## config.mk

```make
export PLATFORM = sky130hd
export DESIGN_NAME = utf16_to_utf8_encoder
export DESIGN_NICKNAME = d
export VERILOG_FILES = /design/src/rtl/utf8e_pkg.sv /design/src/rtl/utf8e_front.sv /design/src/rtl/utf8e_queue.sv /design/src/rtl/utf8e_back.sv /design/src/rtl/utf16_to_utf8_encoder.sv
export VERILOG_INCLUDE_DIRS = /design/src /design/src/rtl
export SDC_FILE = /design/constraint.sdc
export NUM_CORES = 1
export LEC_CHECK = 0
export ABC_AREA = 1
export BUFFER_PORTS_ARGS = -buffer_cell sky130_fd_sc_hd__clkbuf_2
export CORE_ASPECT_RATIO = 1.4
export CORE_MARGIN = 2
export CORE_UTILIZATION = 52
export CTS_BUF_LIST = sky130_fd_sc_hd__clkbuf_8
export DETAILED_ROUTE_END_ITERATION = 6
export PLACE_DENSITY = 0.68
export SYNTH_ARGS = -nofsm -noshare
export SYNTH_HDL_FRONTEND = slang
export SYNTH_SLANG_ARGS = --single-unit
```

## constraint.sdc

```tcl
create_clock -name clk -period 7.5 [get_ports clk]
set_input_delay 1.125 -clock clk [delete_from_list [all_inputs] [get_ports clk]]
set_output_delay 1.125 -clock clk [all_outputs]
set_load 0.01 [all_outputs]
```

## src/rtl/utf16_to_utf8_encoder_assert.svh

```systemverilog
// ============================================================================
// UTF-16 to UTF-8 encoder assertion macros
// Shared property macros for the concurrent checks in the encoder modules.
// ============================================================================
`ifndef UTF16_TO_UTF8_ENCODER_ASSERT_SVH
`define UTF16_TO_UTF8_ENCODER_ASSERT_SVH

// Same-cycle implication, disabled while reset is asserted.
`define U2U_ASSERT_NOW(label, clk, rst_n, ante, cons) \
    label: assert property (@(posedge clk) disable iff (!rst_n) (ante) |-> (cons)) \
        else $error("encoder check failed");

// Next-cycle implication, disabled while reset is asserted.
`define U2U_ASSERT_NEXT(label, clk, rst_n, ante, cons) \
    label: assert property (@(posedge clk) disable iff (!rst_n) (ante) |=> (cons)) \
        else $error("encoder check failed");

`endif

```

## src/rtl/utf8e_pkg.sv

```systemverilog
// ============================================================================
// utf8e_pkg
// Types, constants and the BMP encoding function shared by the encoder.
// ============================================================================
`default_nettype none

package utf8e_pkg;

    // Surrogate ranges.
    localparam logic [15:0] HIGH_FIRST = 16'hD800;
    localparam logic [15:0] HIGH_LAST  = 16'hDBFF;
    localparam logic [15:0] LOW_FIRST  = 16'hDC00;
    localparam logic [15:0] LOW_LAST   = 16'hDFFF;

    // Encoded length limits.
    localparam logic [15:0] ONE_BYTE_LIMIT = 16'h0080;
    localparam logic [15:0] TWO_BYTE_LIMIT = 16'h0800;

    // Lead and continuation byte markers.
    localparam logic [2:0] LEAD2_MARK = 3'b110;
    localparam logic [3:0] LEAD3_MARK = 4'b1110;
    localparam logic [4:0] LEAD4_MARK = 5'b11110;
    localparam logic [1:0] CONT_MARK  = 2'b10;

    // Most bytes one request can cause.
    localparam int MAX_BYTES = 6;

    // Input request.
    typedef struct packed {
        logic [15:0] code_unit;
        logic        stream_end;
    } unit_t;

    // Output request.
    typedef struct packed {
        logic [7:0] out_byte;
        logic       run_last;
        logic       text_last;
    } byte_t;

    // One classified request: the bytes it causes, first byte at index 0.
    typedef struct packed {
        logic [MAX_BYTES-1:0][7:0] bytes;
        logic [2:0]                count;
        logic                      text_end;
    } job_t;

    // Encoding of one code point from the basic plane.
    typedef struct packed {
        logic [2:0][7:0] bytes;
        logic [1:0]      len;
    } bmp_enc_t;

    function automatic bmp_enc_t enc_bmp(input logic [15:0] u);
        bmp_enc_t e;
        e = '0;
        if (u < ONE_BYTE_LIMIT) begin
            e.bytes[0] = u[7:0];
            e.len      = 2'd1;
        end
        else if (u < TWO_BYTE_LIMIT) begin
            e.bytes[0] = {LEAD2_MARK, u[10:6]};
            e.bytes[1] = {CONT_MARK, u[5:0]};
            e.len      = 2'd2;
        end
        else begin
            e.bytes[0] = {LEAD3_MARK, u[15:12]};
            e.bytes[1] = {CONT_MARK, u[11:6]};
            e.bytes[2] = {CONT_MARK, u[5:0]};
            e.len      = 2'd3;
        end
        return e;
    endfunction

endpackage

`default_nettype wire

```

## src/rtl/utf8e_front.sv

```systemverilog
// ============================================================================
// utf8e_front
// Accepts code units, pairs surrogates and builds the byte list per request.
// ============================================================================
`default_nettype none

module utf8e_front
    import utf8e_pkg::*;
(
    input  wire logic  clk,
    input  wire logic  rst_n,
    input  wire logic  unit_valid,
    output logic       unit_ready,
    input  wire unit_t unit_data,
    output logic       push_valid,
    input  wire logic  push_ready,
    output job_t       push_job
);

    logic [15:0] held_high_reg, held_high_next;
    logic        held_valid_reg, held_valid_next;

    logic       is_high;
    logic       is_low;
    logic       pair;
    logic       emit_unit;
    logic       accept;
    logic [4:0] plane;
    bmp_enc_t   unit_enc;
    bmp_enc_t   held_enc;
    job_t       job;

    // Classify the incoming unit.
    always_comb
    begin
        is_high   = unit_data.code_unit inside {[HIGH_FIRST:HIGH_LAST]};
        is_low    = unit_data.code_unit inside {[LOW_FIRST:LOW_LAST]};
        pair      = held_valid_reg && is_low;
        emit_unit = !(is_high && !unit_data.stream_end);
        unit_enc  = enc_bmp(unit_data.code_unit);
        held_enc  = enc_bmp(held_high_reg);
        plane     = {1'b0, held_high_reg[9:6]} + 5'd1;
    end

    // Build the list of bytes this request causes.
    always_comb
    begin
        job          = '0;
        job.text_end = unit_data.stream_end;
        if (pair) begin
            job.bytes[0] = {LEAD4_MARK, plane[4:2]};
            job.bytes[1] = {CONT_MARK, plane[1:0], held_high_reg[5:2]};
            job.bytes[2] = {CONT_MARK, held_high_reg[1:0], unit_data.code_unit[9:6]};
            job.bytes[3] = {CONT_MARK, unit_data.code_unit[5:0]};
            job.count    = 3'd4;
        end
        else if (held_valid_reg) begin
            job.bytes[0] = held_enc.bytes[0];
            job.bytes[1] = held_enc.bytes[1];
            job.bytes[2] = held_enc.bytes[2];
            job.bytes[3] = unit_enc.bytes[0];
            job.bytes[4] = unit_enc.bytes[1];
            job.bytes[5] = unit_enc.bytes[2];
            job.count    = emit_unit ? (3'd3 + {1'b0, unit_enc.len}) : 3'd3;
        end
        else begin
            job.bytes[0] = unit_enc.bytes[0];
            job.bytes[1] = unit_enc.bytes[1];
            job.bytes[2] = unit_enc.bytes[2];
            job.count    = emit_unit ? {1'b0, unit_enc.len} : 3'd0;
        end
    end

    // A request that only stores a high surrogate sends nothing onward.
    assign unit_ready = push_ready;
    assign accept     = unit_valid && push_ready;
    assign push_valid = unit_valid && (job.count != 3'd0);
    assign push_job   = job;

    // Held surrogate update.
    always_comb
    begin
        held_high_next  = held_high_reg;
        held_valid_next = held_valid_reg;
        if (accept) begin
            if (unit_data.stream_end) begin
                held_high_next  = '0;
                held_valid_next = 1'b0;
            end
            else if (pair) begin
                held_valid_next = 1'b0;
            end
            else if (is_high) begin
                held_high_next  = unit_data.code_unit;
                held_valid_next = 1'b1;
            end
            else begin
                held_valid_next = 1'b0;
            end
        end
    end

    always_ff @(posedge clk or negedge rst_n)
    begin
        if (!rst_n) begin
            held_high_reg  <= '0;
            held_valid_reg <= 1'b0;
        end
        else begin
            held_high_reg  <= held_high_next;
            held_valid_reg <= held_valid_next;
        end
    end

endmodule

`default_nettype wire

```

## src/rtl/utf8e_queue.sv

```systemverilog
// ============================================================================
// utf8e_queue
// Short first-in first-out queue of classified requests.
// ============================================================================
`default_nettype none
`include "utf16_to_utf8_encoder_assert.svh"

module utf8e_queue
    import utf8e_pkg::*;
#(
    parameter int DEPTH = 4
)
(
    input  wire logic clk,
    input  wire logic rst_n,
    input  wire logic push_valid,
    output logic      push_ready,
    input  wire job_t push_job,
    output logic      pop_valid,
    input  wire logic pop_ready,
    output job_t      pop_job
);

    localparam int PTR_W = (DEPTH > 1) ? $clog2(DEPTH) : 1;
    localparam int CNT_W = $clog2(DEPTH + 1);

    job_t             entries_reg [DEPTH];
    logic [PTR_W-1:0] wr_ptr_reg, wr_ptr_next;
    logic [PTR_W-1:0] rd_ptr_reg, rd_ptr_next;
    logic [CNT_W-1:0] count_reg, count_next;
    logic             push;
    logic             pop;

    assign push_ready = (count_reg != CNT_W'(DEPTH));
    assign pop_valid  = (count_reg != '0);
    assign pop_job    = entries_reg[rd_ptr_reg];
    assign push       = push_valid && push_ready;
    assign pop        = pop_valid && pop_ready;

    // Pointer and fill level update.
    always_comb
    begin
        wr_ptr_next = wr_ptr_reg;
        rd_ptr_next = rd_ptr_reg;
        count_next  = count_reg;
        if (push) begin
            wr_ptr_next = (wr_ptr_reg == PTR_W'(DEPTH - 1)) ? '0 : wr_ptr_reg + 1'b1;
        end
        if (pop) begin
            rd_ptr_next = (rd_ptr_reg == PTR_W'(DEPTH - 1)) ? '0 : rd_ptr_reg + 1'b1;
        end
        if (push && !pop) begin
            count_next = count_reg + 1'b1;
        end
        else if (pop && !push) begin
            count_next = count_reg - 1'b1;
        end
    end

    always_ff @(posedge clk or negedge rst_n)
    begin
        if (!rst_n) begin
            wr_ptr_reg <= '0;
            rd_ptr_reg <= '0;
            count_reg  <= '0;
        end
        else begin
            wr_ptr_reg <= wr_ptr_next;
            rd_ptr_reg <= rd_ptr_next;
            count_reg  <= count_next;
        end
    end

    // Storage needs no reset.
    always_ff @(posedge clk)
    begin
        if (push) begin
            entries_reg[wr_ptr_reg] <= push_job;
        end
    end

    // The fill level never passes the depth.
    `U2U_ASSERT_NOW(a_level_bound, clk, rst_n, 1'b1, count_reg <= CNT_W'(DEPTH))
    // A lone push raises the level by one.
    `U2U_ASSERT_NEXT(a_push_level, clk, rst_n, push && !pop,
                     count_reg == $past(count_reg) + 1'b1)
    // A lone pop lowers the level by one.
    `U2U_ASSERT_NEXT(a_pop_level, clk, rst_n, pop && !push,
                     count_reg == $past(count_reg) - 1'b1)
    // The front never queues a request without bytes.
    `U2U_ASSERT_NOW(a_push_nonempty, clk, rst_n, push, push_job.count != 3'd0)

endmodule

`default_nettype wire

```

## src/rtl/utf8e_back.sv

```systemverilog
// ============================================================================
// utf8e_back
// Sends queued bytes through a register, one per cycle unless stalled.
// ============================================================================
`default_nettype none
`include "utf16_to_utf8_encoder_assert.svh"

module utf8e_back
    import utf8e_pkg::*;
(
    input  wire logic clk,
    input  wire logic rst_n,
    input  wire logic pop_valid,
    output logic      pop_ready,
    input  wire job_t pop_job,
    output logic      byte_valid,
    input  wire logic byte_ready,
    output byte_t     byte_data
);

    job_t       job_reg, job_next;
    logic       active_reg, active_next;
    logic [2:0] idx_reg, idx_next;
    logic       out_valid_reg, out_valid_next;
    byte_t      out_data_reg, out_data_next;

    logic slot_free;
    logic emit;
    logic is_last;

    assign slot_free  = !out_valid_reg || byte_ready;
    assign emit       = active_reg && slot_free;
    assign is_last    = (idx_reg == job_reg.count - 3'd1);
    assign pop_ready  = !active_reg || (emit && is_last);
    assign byte_valid = out_valid_reg;
    assign byte_data  = out_data_reg;

    // Byte selection and job sequencing.
    always_comb
    begin
        job_next       = job_reg;
        active_next    = active_reg;
        idx_next       = idx_reg;
        out_valid_next = out_valid_reg;
        out_data_next  = out_data_reg;
        if (emit) begin
            out_valid_next          = 1'b1;
            out_data_next.out_byte  = job_reg.bytes[idx_reg];
            out_data_next.run_last  = is_last;
            out_data_next.text_last = is_last && job_reg.text_end;
            idx_next                = idx_reg + 3'd1;
        end
        else if (byte_ready) begin
            out_valid_next = 1'b0;
        end
        if (pop_valid && pop_ready) begin
            job_next    = pop_job;
            active_next = 1'b1;
            idx_next    = '0;
        end
        else if (emit && is_last) begin
            active_next = 1'b0;
        end
    end

    always_ff @(posedge clk or negedge rst_n)
    begin
        if (!rst_n) begin
            active_reg    <= 1'b0;
            idx_reg       <= '0;
            out_valid_reg <= 1'b0;
        end
        else begin
            active_reg    <= active_next;
            idx_reg       <= idx_next;
            out_valid_reg <= out_valid_next;
        end
    end

    // Payload registers need no reset.
    always_ff @(posedge clk)
    begin
        job_reg      <= job_next;
        out_data_reg <= out_data_next;
    end

    // The byte index stays inside the current job.
    `U2U_ASSERT_NOW(a_idx_bound, clk, rst_n, active_reg, idx_reg < job_reg.count)
    // An active job carries between one and six bytes.
    `U2U_ASSERT_NOW(a_job_size, clk, rst_n, active_reg,
                    (job_reg.count != 3'd0) && (job_reg.count <= 3'd6))
    // The end of the text is always the end of a run.
    `U2U_ASSERT_NOW(a_text_in_run, clk, rst_n, out_valid_reg && out_data_reg.text_last,
                    out_data_reg.run_last)

endmodule

`default_nettype wire

```

## src/rtl/utf16_to_utf8_encoder.sv

```systemverilog
// ============================================================================
// utf16_to_utf8_encoder
// Converts a stream of UTF-16 code units into UTF-8 bytes.
// ============================================================================
// Usage:
// The unit channel (unit_valid, unit_ready, unit_data) takes one UTF-16 code
// unit per request, with stream_end set on the last unit of a text. The byte
// channel (byte_valid, byte_ready, byte_data) gives one UTF-8 byte per
// request; run_last marks the last byte caused by a unit and text_last the
// final byte of the text.
// A high surrogate without stream_end is held until the next unit arrives
// and causes no bytes by itself; a pair then gives four bytes, an unpaired
// surrogate three. A taken unit passes through the queue, the back's job
// register and the output register. The output sends one byte per cycle
// while byte_ready is high, and a unit causes up to six bytes (usually one
// to three); units are taken every cycle while the request queue between
// the front and back has room.
// Reset clears the held surrogate, the queue level and the output valid flag.
// When the receiver stalls, the byte on the output holds and the queue
// fills; unit_ready falls once it is full.
// ============================================================================
`default_nettype none

module utf16_to_utf8_encoder
    import utf8e_pkg::*;
#(
    parameter int QUEUE_DEPTH = 4
)
(
    input  wire logic  clk,
    input  wire logic  rst_n,
    input  wire logic  unit_valid,
    output logic       unit_ready,
    input  wire unit_t unit_data,
    output logic       byte_valid,
    input  wire logic  byte_ready,
    output byte_t      byte_data
);

    logic push_valid;
    logic push_ready;
    job_t push_job;
    logic pop_valid;
    logic pop_ready;
    job_t pop_job;

    // Front: surrogate pairing and byte list.
    utf8e_front u_front (
        .clk        (clk),
        .rst_n      (rst_n),
        .unit_valid (unit_valid),
        .unit_ready (unit_ready),
        .unit_data  (unit_data),
        .push_valid (push_valid),
        .push_ready (push_ready),
        .push_job   (push_job)
    );

    // Queue between the two halves.
    utf8e_queue #(
        .DEPTH (QUEUE_DEPTH)
    ) u_queue (
        .clk        (clk),
        .rst_n      (rst_n),
        .push_valid (push_valid),
        .push_ready (push_ready),
        .push_job   (push_job),
        .pop_valid  (pop_valid),
        .pop_ready  (pop_ready),
        .pop_job    (pop_job)
    );

    // Back: byte serialiser.
    utf8e_back u_back (
        .clk        (clk),
        .rst_n      (rst_n),
        .pop_valid  (pop_valid),
        .pop_ready  (pop_ready),
        .pop_job    (pop_job),
        .byte_valid (byte_valid),
        .byte_ready (byte_ready),
        .byte_data  (byte_data)
    );

endmodule

`default_nettype wire
```

==> results.toml <==
[status]
status = "finished, final reports clean"

[clock_network]
numCtsBuffers = 42
clk_latency_ns = 0.54
hold_buffers = 0
clkSinkCount = 279
ctsResizeCount = 0
htreeDepth = 2
cts_tree = "done"
cts_root_buffer = "clkbuf_8"
cts_setup_buffers = 0
clk_pin_slew_ns = 0.05
clk_path_buf_depth = 3

[critical_path]
reg2reg_depth = 6
startpoint = "unit_data[13]"
critPathLaunchType = "primary input"
worstPathRequired_ns = 7.91
crit_path_end_kind = "flip-flop"
worstPathMaxFanout = 10
path_class = "in2reg"
arrival_ns = 3.37
rr_startpoint = "u_back.idx_reg[1]"

[floorplanning]
dieArea_sq_mm = 0.0233
die_w_um = 130
ios = 33
fp.dieH_um = 180
initial_core_util = 0.526
fp.coreArea_sq_mm = 0.0218
rows = 64

[yosys]
ys_seq_area_frac = 0.718
synthesis.nets = 974
synth_top_area_cell = "edfxtp_1"
yosys_register_bits = 279
synth_top_cell_area_share = 0.655
synth_cell_types = 38
yosysWarningCount = 0
syn_area_per_cell_sq_um = 12.2
synth_area_leaders = "edfxtp_1 65%, o21ai_0 6.7%, dfrtp_1 6.3%"
synthCells = 943
netlist_area_sq_mm = 0.0115

[global_routing]
grt_busiest_layer = "met2"
grt_pass1_wl_um = 39200
overflow = 0
grt_max_degree = 101
grt_pass1_vias = 7202
use_met3 = 0.0443
use_met1 = 0.276
use_met2 = 0.373
antenna_found_initial = 1
gr-usage-all-layers = 0.222

[routing]
drc_errors = 0
first_pass_iters = 5
wl_per_cell_um = 19.3
final_antenna_net_count = 0
vias = 7442
avgViaCountPerCell = 5.67
drtIter0Drc = 730
drt-total-wl_um = 25300

[sta]
max_freq_ghz = 0.337
max-slew-margin-rel = 0.253
fin_worst_skew_ns = 0.0264
holdWs_ns = 0.500
fin_crit_sh = 0.395
tns_ns = 0
rsz0062_at_grt = "no"
final_max_slew_viol_count = 0
period_minus_slack_ns = 2.96
hold_viol = 0
setup_viol = 0
tightestPinTransition_ns = 1.12

[worst_hold_path]
whs_path_depth = 1
min_path_type = "reg2reg"
hp-start = "u_queue.count_reg[2]"

[layout]
syn_to_final_growth_pct = 10.4
n_fill_cell = 1815
largest_register_ffs = 192
mostFrequentLayoutCells = "250 x edfxtp_1, 154 x o21ai_0, 149 x nor2_1"
final_cells = 1312
diodes = 0
drive_gt1_frac = 0.121
layout_commonest_cell = "edfxtp_1"
nets = 1013

[power_and_ir_drop]
leakagePower_nw = 4.56
peakVddDrop_mv = 0.241
powerDensity_mw_per_mm2 = 367

[placed_design]
place_congestion = 0.949
dpl.cell_count = 1235
dpl.hpwl_um = 15200
portBuffers = 32

[job]
drv_cap = 0
## logic make-up (layout without fill, tap and decap cells)
group           Yosys count  in the layout  share of synthesized area
buf+inv                 115            187                     0.0390
mux                       1              1                   0.000982
xor+xnor                  8              8                    0.00611
flops                   279            279                      0.718
compound gates          267            267                      0.130
fa+ha+maj                10             10                     0.0116
simple gates            263            263                     0.0946
## path summary, 6_finish.rpt
kind | endpoint | slack, ns
worst max-delay path | u_queue.count_reg[1] | 4.54
worst min-delay path | u_queue.count_reg[2] | 0.50
worst max register to register | u_back.job_reg[24] | 4.65
worst min register to register | u_queue.count_reg[2] | 0.50
max in group asynchronous | u_queue.rd_ptr_reg[0] | 6.27
min in group asynchronous | u_front.held_high_reg[0] | 0.65
## critical path, stage by stage
cell	delay, ns
clkbuf_2	0.11
nor2_2	0.14
nand2_1	0.11
nor2_4	0.25
nand2_4	0.14
a21oi_2	0.20
nand2_2	0.11
nand2_4	0.15
inv_1	0.07
ha_1	0.19
inv_1	0.10
fa_1	0.41
mux2_2	0.27
## through the flow
| step | worst slack, ns | cell area, sq um | utilization | total power [mW] |
|---|---|---|---|---|
| global placement | 4.11 | 11900 | 0.547 | 3.55 |
| floorplan | 3.19 | 11500 | - | 3.15 |
| global route | 4.34 | 12700 | 0.581 | 4.91 |
| detailed placement | 4.01 | 11900 | 0.547 | 3.58 |
| finish | 4.54 | 12700 | 0.581 | 4.64 |
| CTS | 4.57 | 12700 | 0.581 | 4.68 |
## layer usage
metal / wire, um / part of all wire / vias up
li1: - / - / 3489
met1: 9760 / 0.39 / 3542
met2: 12700 / 0.50 / 327
met3: 1860 / 0.073 / 82
met4: 923 / 0.036 / 2
met5: 13 / 0.00051 / -
## synthesized netlist by cell type (all sizes together)
cell / number
a211oi: 1
a21boi: 1
a21oi: 11
a22oi: 3
a31oi: 3
and2: 1
buf: 12
clkbuf: 34
dfrtp: 29
edfxtp: 250
fa: 1
ha: 9
inv: 69
mux2: 1
nand2: 79
nand3: 14
nand4: 4
nor2: 160
nor3: 2
o211ai: 4
o21ai: 160
o221ai: 2
o22a: 1
o22ai: 80
o311ai: 1
or2: 3
xnor2: 4
xor2: 4
## power breakdown
group | internal [mW] | total, mW | switching (mW)
clock network | 0.555 | 1.11 | 0.556
logic | 0.346 | 1.26 | 0.913
registers | 2.16 | 2.27 | 0.110
total | 3.06 | 4.64 | 1.58
## cell type report
cell class                      count  area [sq um]  share of cell area
Clock inverter                     32           131              0.0104
Clock buffer                       45           619              0.0489
Inverter                           69           259              0.0205
Multi-Input combinational cell    549          2820               0.223
Tap cell                          297           372              0.0294
Sequential cell                   279          8230               0.650
Timing Repair Buffer               41           228              0.0180
Power figures use the tool's default switching activity.
